**src/hdl/csgf_pkg.sv**
```systemverilog
`timescale 1ns / 1ps
`default_nettype none

package csgf_pkg;

	// default depth of the character store
	localparam int unsigned CAPACITY_DEF = 16;

	localparam int unsigned CHAR_W  = 8;
	localparam int unsigned COUNT_W = 5;

	// command codes
	typedef enum logic [1:0] {
		OP_PUSH = 2'd0,
		OP_SWAP = 2'd1,
		OP_POP  = 2'd2,
		OP_LIST = 2'd3
	} op_t;

	// result status codes
	typedef enum logic [1:0] {
		ST_OK      = 2'd0,
		ST_FULL    = 2'd1,
		ST_NOMATCH = 2'd2,
		ST_EMPTY   = 2'd3
	} status_t;

	// one result word
	typedef struct packed {
		status_t             status;
		logic [CHAR_W-1:0]   char_out;
		logic                last;
		logic [COUNT_W-1:0]  count;
	} res_t;

endpackage

`default_nettype wire

```
**src/hdl/csgf_ram.sv**
```systemverilog
`timescale 1ns / 1ps
`default_nettype none

module csgf_ram #(
	parameter int unsigned WIDTH = 8,
	parameter int unsigned DEPTH = 16,
	localparam int unsigned AW = (DEPTH > 1) ? $clog2(DEPTH) : 1
) (
	input  wire logic             clk,
	input  wire logic             wr_en,
	input  wire logic [AW-1:0]    wr_addr,
	input  wire logic [WIDTH-1:0] wr_data,
	input  wire logic             rd_en,
	input  wire logic [AW-1:0]    rd_addr,
	output logic      [WIDTH-1:0] rd_data
);

	logic [WIDTH-1:0] mem_q [DEPTH];

	always_ff @(posedge clk) begin
		if (wr_en) begin
			mem_q[wr_addr] <= wr_data;
		end
		// read data holds while no read is issued
		if (rd_en) begin
			rd_data <= mem_q[rd_addr];
		end
	end

endmodule

`default_nettype wire

```
**src/hdl/csgf_ctrl.sv**
```systemverilog
`timescale 1ns / 1ps
`default_nettype none

module csgf_ctrl #(
	parameter int unsigned CAPACITY = csgf_pkg::CAPACITY_DEF,
	localparam int unsigned AW = (CAPACITY > 1) ? $clog2(CAPACITY) : 1,
	localparam int unsigned CW = $clog2(CAPACITY + 1),
	localparam int unsigned XW = CW + 1
) (
	input  wire logic                        clk,
	input  wire logic                        arst_n,
	// command side
	input  wire logic                        cmd_valid,
	output logic                             cmd_ready,
	input  wire logic [1:0]                  opcode,
	input  wire logic [csgf_pkg::CHAR_W-1:0] char_in,
	// result side
	input  wire logic                        res_ready,
	output logic                             res_valid,
	output csgf_pkg::res_t                   res,
	// store port
	output logic                             ram_wr_en,
	output logic [AW-1:0]                    ram_wr_addr,
	output logic [csgf_pkg::CHAR_W-1:0]      ram_wr_data,
	output logic                             ram_rd_en,
	output logic [AW-1:0]                    ram_rd_addr,
	input  wire logic [csgf_pkg::CHAR_W-1:0] ram_rd_data
);

	typedef enum logic [1:0] {
		S_IDLE,
		S_SCAN,
		S_LIST
	} state_t;

	state_t                      state_q;
	logic [CW-1:0]               top_q;
	logic [AW-1:0]               idx_q;
	logic [csgf_pkg::CHAR_W-1:0] char_q;

	logic                        accept;
	logic                        full;
	logic                        empty;
	logic [CW-1:0]               top_inc;
	logic [CW-1:0]               top_dec;
	logic                        at_end;
	logic                        gt;
	logic [AW-1:0]               idx_inc;
	csgf_pkg::op_t               op;

	assign op        = csgf_pkg::op_t'(opcode);
	assign cmd_ready = (state_q == S_IDLE) && res_ready;
	assign accept    = cmd_valid && cmd_ready;
	assign full      = (top_q == CW'(CAPACITY));
	assign empty     = (top_q == '0);
	assign top_inc   = top_q + CW'(1);
	assign top_dec   = top_q - CW'(1);
	assign idx_inc   = idx_q + AW'(1);
	// entry under test is the last held one
	assign at_end    = ((XW'(idx_q) + XW'(1)) == XW'(top_q));
	// compare unit for the swap scan, unsigned
	assign gt        = (ram_rd_data > char_q);

	always_comb begin
		res_valid   = 1'b0;
		res         = '0;
		res.count   = csgf_pkg::COUNT_W'(top_q);
		ram_wr_en   = 1'b0;
		ram_wr_addr = '0;
		ram_wr_data = '0;
		ram_rd_en   = 1'b0;
		ram_rd_addr = '0;
		unique case (state_q)
			S_IDLE: begin
				if (accept) begin
					unique case (op)
						csgf_pkg::OP_PUSH: begin
							res_valid = 1'b1;
							res.last  = 1'b1;
							if (!full) begin
								ram_wr_en   = 1'b1;
								ram_wr_addr = top_q[AW-1:0];
								ram_wr_data = char_in;
								res.status  = csgf_pkg::ST_OK;
								res.count   = csgf_pkg::COUNT_W'(top_inc);
							end else begin
								res.status  = csgf_pkg::ST_FULL;
							end
						end
						csgf_pkg::OP_POP: begin
							res_valid = 1'b1;
							res.last  = 1'b1;
							if (!empty) begin
								ram_wr_en   = 1'b1;
								ram_wr_addr = top_dec[AW-1:0];
								ram_wr_data = '0;
								res.status  = csgf_pkg::ST_OK;
								res.count   = csgf_pkg::COUNT_W'(top_dec);
							end else begin
								res.status  = csgf_pkg::ST_EMPTY;
							end
						end
						csgf_pkg::OP_SWAP: begin
							if (empty) begin
								res_valid  = 1'b1;
								res.last   = 1'b1;
								res.status = csgf_pkg::ST_NOMATCH;
							end else begin
								ram_rd_en = 1'b1;
							end
						end
						csgf_pkg::OP_LIST: begin
							if (empty) begin
								res_valid  = 1'b1;
								res.last   = 1'b1;
								res.status = csgf_pkg::ST_EMPTY;
							end else begin
								ram_rd_en = 1'b1;
							end
						end
						default: ;
					endcase
				end
			end
			S_SCAN: begin
				if (gt) begin
					if (res_ready) begin
						res_valid    = 1'b1;
						res.last     = 1'b1;
						res.status   = csgf_pkg::ST_OK;
						res.char_out = ram_rd_data;
						ram_wr_en    = 1'b1;
						ram_wr_addr  = idx_q;
						ram_wr_data  = char_q;
					end
				end else if (at_end) begin
					if (res_ready) begin
						res_valid  = 1'b1;
						res.last   = 1'b1;
						res.status = csgf_pkg::ST_NOMATCH;
					end
				end else begin
					ram_rd_en   = 1'b1;
					ram_rd_addr = idx_inc;
				end
			end
			S_LIST: begin
				if (res_ready) begin
					res_valid    = 1'b1;
					res.last     = at_end;
					res.status   = csgf_pkg::ST_OK;
					res.char_out = ram_rd_data;
					if (!at_end) begin
						ram_rd_en   = 1'b1;
						ram_rd_addr = idx_inc;
					end
				end
			end
			default: ;
		endcase
	end

	always_ff @(posedge clk or negedge arst_n) begin
		if (!arst_n) begin
			state_q <= S_IDLE;
			top_q   <= '0;
			idx_q   <= '0;
			char_q  <= '0;
		end else begin
			unique case (state_q)
				S_IDLE: begin
					if (accept) begin
						char_q <= char_in;
						idx_q  <= '0;
						unique case (op)
							csgf_pkg::OP_PUSH: begin
								if (!full) begin
									top_q <= top_inc;
								end
							end
							csgf_pkg::OP_POP: begin
								if (!empty) begin
									top_q <= top_dec;
								end
							end
							csgf_pkg::OP_SWAP: begin
								if (!empty) begin
									state_q <= S_SCAN;
								end
							end
							csgf_pkg::OP_LIST: begin
								if (!empty) begin
									state_q <= S_LIST;
								end
							end
							default: ;
						endcase
					end
				end
				S_SCAN: begin
					if (gt || at_end) begin
						if (res_ready) begin
							state_q <= S_IDLE;
						end
					end else begin
						idx_q <= idx_inc;
					end
				end
				S_LIST: begin
					if (res_ready) begin
						if (at_end) begin
							state_q <= S_IDLE;
						end else begin
							idx_q <= idx_inc;
						end
					end
				end
				default: state_q <= S_IDLE;
			endcase
		end
	end

endmodule

`default_nettype wire

```
**src/hdl/char_stack_swap_first_greater_core.sv**
```systemverilog
// bounded character stack with push, pop, list and swap-first-greater
// command channel (cmd_valid/cmd_ready): one word carries opcode and char_in
// result channel (rsp_valid/rsp_ready): one word carries status, char_out,
// last and count; last marks the final result word of a command
// every result word passes through one output register, so it shows on the
// outputs from the cycle after the sequencer produces it
// push and pop each give one result word
// swap walks the held entries from slot 0 through one store read port and
// one byte comparator, one entry a cycle, until the match or the last held
// entry; list sends one result word a cycle while the receiver takes them,
// one word per held entry; on an empty stack both give one failure word
// a new command is taken only while the sequencer is idle and the result
// register is free or being drained in the same cycle
// when the receiver stalls the result register holds its word and the
// sequencer waits in place; the store read data is held meanwhile
// reset empties the stack at once (count zero); store contents are never
// read above the top, so the store itself needs no clearing pass
`timescale 1ns / 1ps
`default_nettype none

module char_stack_swap_first_greater_core #(
	parameter int unsigned CAPACITY = csgf_pkg::CAPACITY_DEF
) (
	input  wire logic                         clk,
	input  wire logic                         arst_n,
	// command channel
	input  wire logic                         cmd_valid,
	output logic                              cmd_ready,
	input  wire logic [1:0]                   opcode,
	input  wire logic [csgf_pkg::CHAR_W-1:0]  char_in,
	// result channel
	output logic                              rsp_valid,
	input  wire logic                         rsp_ready,
	output logic [1:0]                        status,
	output logic [csgf_pkg::CHAR_W-1:0]       char_out,
	output logic                              last,
	output logic [csgf_pkg::COUNT_W-1:0]      count
);

	localparam int unsigned AW = (CAPACITY > 1) ? $clog2(CAPACITY) : 1;

	// sequencer to result register
	logic                        res_valid;
	logic                        res_ready;
	csgf_pkg::res_t              res;

	// store port
	logic                        ram_wr_en;
	logic [AW-1:0]               ram_wr_addr;
	logic [csgf_pkg::CHAR_W-1:0] ram_wr_data;
	logic                        ram_rd_en;
	logic [AW-1:0]               ram_rd_addr;
	logic [csgf_pkg::CHAR_W-1:0] ram_rd_data;

	// result register
	logic                        rsp_valid_q;
	csgf_pkg::res_t              rsp_q;

	// slot is free when empty or drained this cycle
	assign res_ready = !rsp_valid_q || rsp_ready;

	csgf_ctrl #(
		.CAPACITY (CAPACITY)
	) u_ctrl (
		.clk         (clk),
		.arst_n      (arst_n),
		.cmd_valid   (cmd_valid),
		.cmd_ready   (cmd_ready),
		.opcode      (opcode),
		.char_in     (char_in),
		.res_ready   (res_ready),
		.res_valid   (res_valid),
		.res         (res),
		.ram_wr_en   (ram_wr_en),
		.ram_wr_addr (ram_wr_addr),
		.ram_wr_data (ram_wr_data),
		.ram_rd_en   (ram_rd_en),
		.ram_rd_addr (ram_rd_addr),
		.ram_rd_data (ram_rd_data)
	);

	// character store, one write and one registered read per cycle
	csgf_ram #(
		.WIDTH (csgf_pkg::CHAR_W),
		.DEPTH (CAPACITY)
	) u_ram (
		.clk     (clk),
		.wr_en   (ram_wr_en),
		.wr_addr (ram_wr_addr),
		.wr_data (ram_wr_data),
		.rd_en   (ram_rd_en),
		.rd_addr (ram_rd_addr),
		.rd_data (ram_rd_data)
	);

	// result valid flag
	always_ff @(posedge clk or negedge arst_n) begin
		if (!arst_n) begin
			rsp_valid_q <= 1'b0;
		end else if (res_valid) begin
			rsp_valid_q <= 1'b1;
		end else if (rsp_ready) begin
			rsp_valid_q <= 1'b0;
		end
	end

	// result payload, loaded only when the slot is free
	always_ff @(posedge clk) begin
		if (res_valid) begin
			rsp_q <= res;
		end
	end

	assign rsp_valid = rsp_valid_q;
	assign status    = rsp_q.status;
	assign char_out  = rsp_q.char_out;
	assign last      = rsp_q.last;
	assign count     = rsp_q.count;

endmodule

`default_nettype wire

```
**config.mk**
```make
export PLATFORM = sky130hd
export DESIGN_NAME = char_stack_swap_first_greater_core
export DESIGN_NICKNAME = d
export VERILOG_FILES = /design/src/hdl/csgf_pkg.sv /design/src/hdl/csgf_ram.sv /design/src/hdl/csgf_ctrl.sv /design/src/hdl/char_stack_swap_first_greater_core.sv
export SDC_FILE = /design/constraint.sdc
export NUM_CORES = 1
export LEC_CHECK = 0
export BUFFER_PORTS_ARGS = -buffer_cell sky130_fd_sc_hd__clkbuf_2
export CAP_MARGIN = 0
export CORE_ASPECT_RATIO = 1.5
export CORE_MARGIN = 5
export CORE_UTILIZATION = 50
export CTS_BUF_LIST = sky130_fd_sc_hd__clkbuf_16
export DETAILED_ROUTE_END_ITERATION = 16
export GPL_ROUTABILITY_DRIVEN = 0
export PLACE_DENSITY = 0.71
export SLEW_MARGIN = 15
export SYNTH_ARGS = -nofsm -noshare
export SYNTH_HDL_FRONTEND = slang
export SYNTH_HIERARCHICAL = 1
export SYNTH_SLANG_ARGS = --single-unit
```
**constraint.sdc**
```tcl
create_clock -name clk -period 5.65 [get_ports clk]
set_input_delay 0.2825 -clock clk [delete_from_list [all_inputs] [get_ports clk]]
set_output_delay 0.2825 -clock clk [all_outputs]
set_load 0.02 [all_outputs]
```
==> summary.txt <==
Outcome
  – Status: completed

Hold path
  – Worst hold start: char_in[7]
  – Min-Delay Endpoint: u_ctrl/char_q[7]
  – HP Class: input port to flop
  – Worst Hold Depth: 3

Route
  – Vias per std cell: 5.86
  – Post-Route WL: 16300 um
  – Antenna-violating nets left: 0
  – # DRC: 0
  – Total number of vias: 4531
  – Starting DRT DRC Count: 483
  – Detailed-route wire length per cell: 21.1 um
  – DR pass1 iterations: 5

Clock tree
  – Post-CTS Resized: 0
  – Clock root buffer: clkbuf_16
  – H-tree depth: 4
  – CTS Buf Count: 17
  – Worst-Skew Late Latency: 430 ps
  – CTS tree: yes
  – Clock transition at the registers of the reported paths: 70 ps
  – CTS Buffer Depth: 2
  – CTS sink cnt: 172

Worst setup path
  – Top delay family on crit path: simple AND/OR/NAND/NOR gates
  – Worst setup EP type: flop
  – Crit path arrival time: 4320 ps
  – Most frequent CP cell: nand2b_1
  – Worst reg2reg path depth: 7
  – Flop2flop setup slack: 1380 ps
  – Cell chain of the critical path: inv_1 -> ha_1 -> and3_1 -> nand2b_1 -> o21ai_0 -> nand2b_1 -> nor2_1
  – CP max stage delay: 780 ps
  – Worst path bufs/invs: 1
  – Crit path kind: flop to flop
  – Reg2Reg Launch Point: u_ctrl/state_q[0]
  – Slowest-stage cell, CP: o21ai_0
  – Startpoint class of the critical path: flop
  – WP data required: 5700 ps
  – CP max FO: 21
  – Reg-to-reg endpoint: u_ram/mem_q[2][2]

STA
  – Crit share post-route: 75.6%
  – Normalized max-slew margin: 38.4%
  – Tmin final: 4270 ps
  – RSZ-0062 raised after global routing: false
  – Max Slew Vio Count: 0
  – Clock Skew: 13.9 ps
  – Setup Viol. Count Final: 0
  – TNS Setup: 0 ps
  – Worst slew pin tran: 923 ps
  – Endpoints failing hold: 0
  – Maximum clock rate: 234 MHz

Die
  – Initial Util: 50.3%
  – Ports: 32
  – Die Height: 163 um
  – Full die area: 18200 sq um
  – Die X: 112 um
  – Std-Cell Rows: 56
  – Core box area: 15500 sq um

Power and ir drop
  – PwrDens: 476 nW/um^2
  – Reg power frac: 42.3%
  – Pleak: 3.10 nW
  – Max IR drop VDD: 0.255 mV
  – Switch Pwr: 1.43 mW
  – Part of the power in combinational logic: 30.3%
  – Sw Ratio: 34.4%
  – Internal power: 2.74 mW
  – Clock share of power: 27.4%

Synth
  – Seq cells post-synth: 172
  – Post-Synthesis Cells: 515
  – Sequential-to-total area share from yosys stat: 65.1%
  – Post-synth top area cell: edfxtp_1
  – Async set-reset flop share out of synthesis: 11.6%
  – Yosys top cell area share: 58.7%
  – Syn. warnings: 6
  – Synth cell types: 64
  – Ys flop type: edfxtp_1
  – Synthesized Nets: 547
  – Mean area per synthesized cell: 15.1 sq um
  – Synth Cell Area: 7780 sq um
  – Post-synth EDFFs: 152
  – Ranking of synthesized cells by area: edfxtp_1, dfrtp_1, mux4_2, mux4_1, ha_1

Placement
  – Port Buffers: 31
  – Dpl hpwl: 11300 um

Run
  – Max Cap Violations: 0

Global route
  – Initial antenna violation count: 0
  – Total gr overflow: 0
  – Number of global-route vias before repair: 4593
  – Largest net degree at the start of global routing: 22
  – Gr usage total: 18.7%
  – Global-route wire length before repair: 25900 um

Final layout
  – Share of layout cells above drive strength 1: 20.0%
  – Most frequent cells in the layout: edfxtp_1, nand2_1, clkbuf_2, o21ai_0, nor2_1
  – Post-layout util: 56.5%
  – Antenna cells: 0
  – Layout Nets: 589
  – Commonest non-fill, non-tap cell in the layout: edfxtp_1
  – Area growth from synthesis to layout: 12.5%
repair_timing:
| item | in CTS | in global routing |
|---|---|---|
| hold buffers | 1 | 0 |
| setup buffers | 0 | 0 |
| endpoints found under the hold margin | 20 | 0 |
synthesized netlist by cell type, types with 12 or more instances:
master    count
dfrtp_1      20
nor3_1       12
mux4_2       18
edfxtp_1    152
mux4_1       14
nor2_1       28
a22oi_1      17
inv_1        17
ha_1         18
o21ai_0      31
a21oi_1      17
nand2_1      50
power by group through the flow:
stage	Clock [mW]	Combinational [mW]	Sequential, mW
floorplan	0	0.864	1.83
global placement	0	1.22	1.78
detailed placement	0	1.25	1.79
CTS	1.17	1.26	1.76
global route	1.23	1.38	1.78
finish	1.14	1.26	1.76
layer usage:
layer,up-vias,track usage (%),part of all wire [%]
li1,2077,-,-
met1,2285,22.6,39
met2,139,32.9,53
met3,30,3.31,4.2
met4,0,8.25,3.4
met5,-,0,0
kinds of logic (layout without fill, tap and decap cells):
| group | count (synthesis) | after routing | share of synthesized area (%) |
|---|---|---|---|
| adders and majority gates | 18 | 18 | 2.89 |
| buffers and inverters | 44 | 99 | 3.30 |
| and+or+nand+nor | 149 | 149 | 9.74 |
| muxes | 34 | 34 | 10.2 |
| xor gates and xnor gates | 6 | 6 | 0.852 |
| DFF | 172 | 172 | 65.1 |
| AOI/OAI and AO/OA | 92 | 92 | 7.93 |
sequential cells by signal, indices dropped and copies added (netlist names):
signal,cells
u_ram/mem_q,128
char_out,8
u_ctrl/char_q,8
u_ram/rd_data,8
count,5
u_ctrl/top_q,5
u_ctrl/idx_q,4
status,2
u_ctrl/state_q,2
last,1
rsp_valid,1
worst reg2reg max path: stages (launching register included):
cell and delay, ps:
dfrtp_1 450, inv_1 120, ha_1 290, and3_1 740
nand2b_1 480, o21ai_0 780, nand2b_1 290, nor2_1 740
metrics by stage:
stage	std cells	hold slack, ps	setup WS, ps	total power [mW]	cell area (sq um)
after floorplan	515	-13.1	2290	2.69	7780
after global placement	740	305	1590	3.00	8140
after detailed placement	740	310	1460	3.04	8140
after CTS	773	78.8	1440	4.19	8760
after global routing	773	93.4	971	4.40	8760
final	773	88.1	1380	4.17	8760
area by class of cell:
cell class | count | area (sq um)
Clock buffer | 17 | 425
Tap cell | 203 | 254
Fill cell | 1171 | 6730
Sequential cell | 172 | 5060
Multi-Input combinational cell | 299 | 2470
Clock inverter | 15 | 176
Inverter | 18 | 72.6
Timing Repair Buffer | 49 | 293
how the worst max path moves through the flow:
stage	start	to	slack (ps)	cells after the start
finish	u_ctrl/state_q[0]	u_ram/mem_q[2][2]	1380	7
global route	u_ctrl/state_q[0]	u_ram/mem_q[2][0]	970	7
CTS	u_ctrl/state_q[0]	u_ram/mem_q[2][0]	1440	7
detailed placement	u_ctrl/state_q[0]	u_ram/mem_q[2][4]	1460	7
global placement	u_ram/rd_data[6]	u_ram/rd_data[1]	1590	12
floorplan	u_ram/rd_data[5]	u_ram/mem_q[0][0]	2290	11
Note: power is estimated with default switching activity, not from simulation.
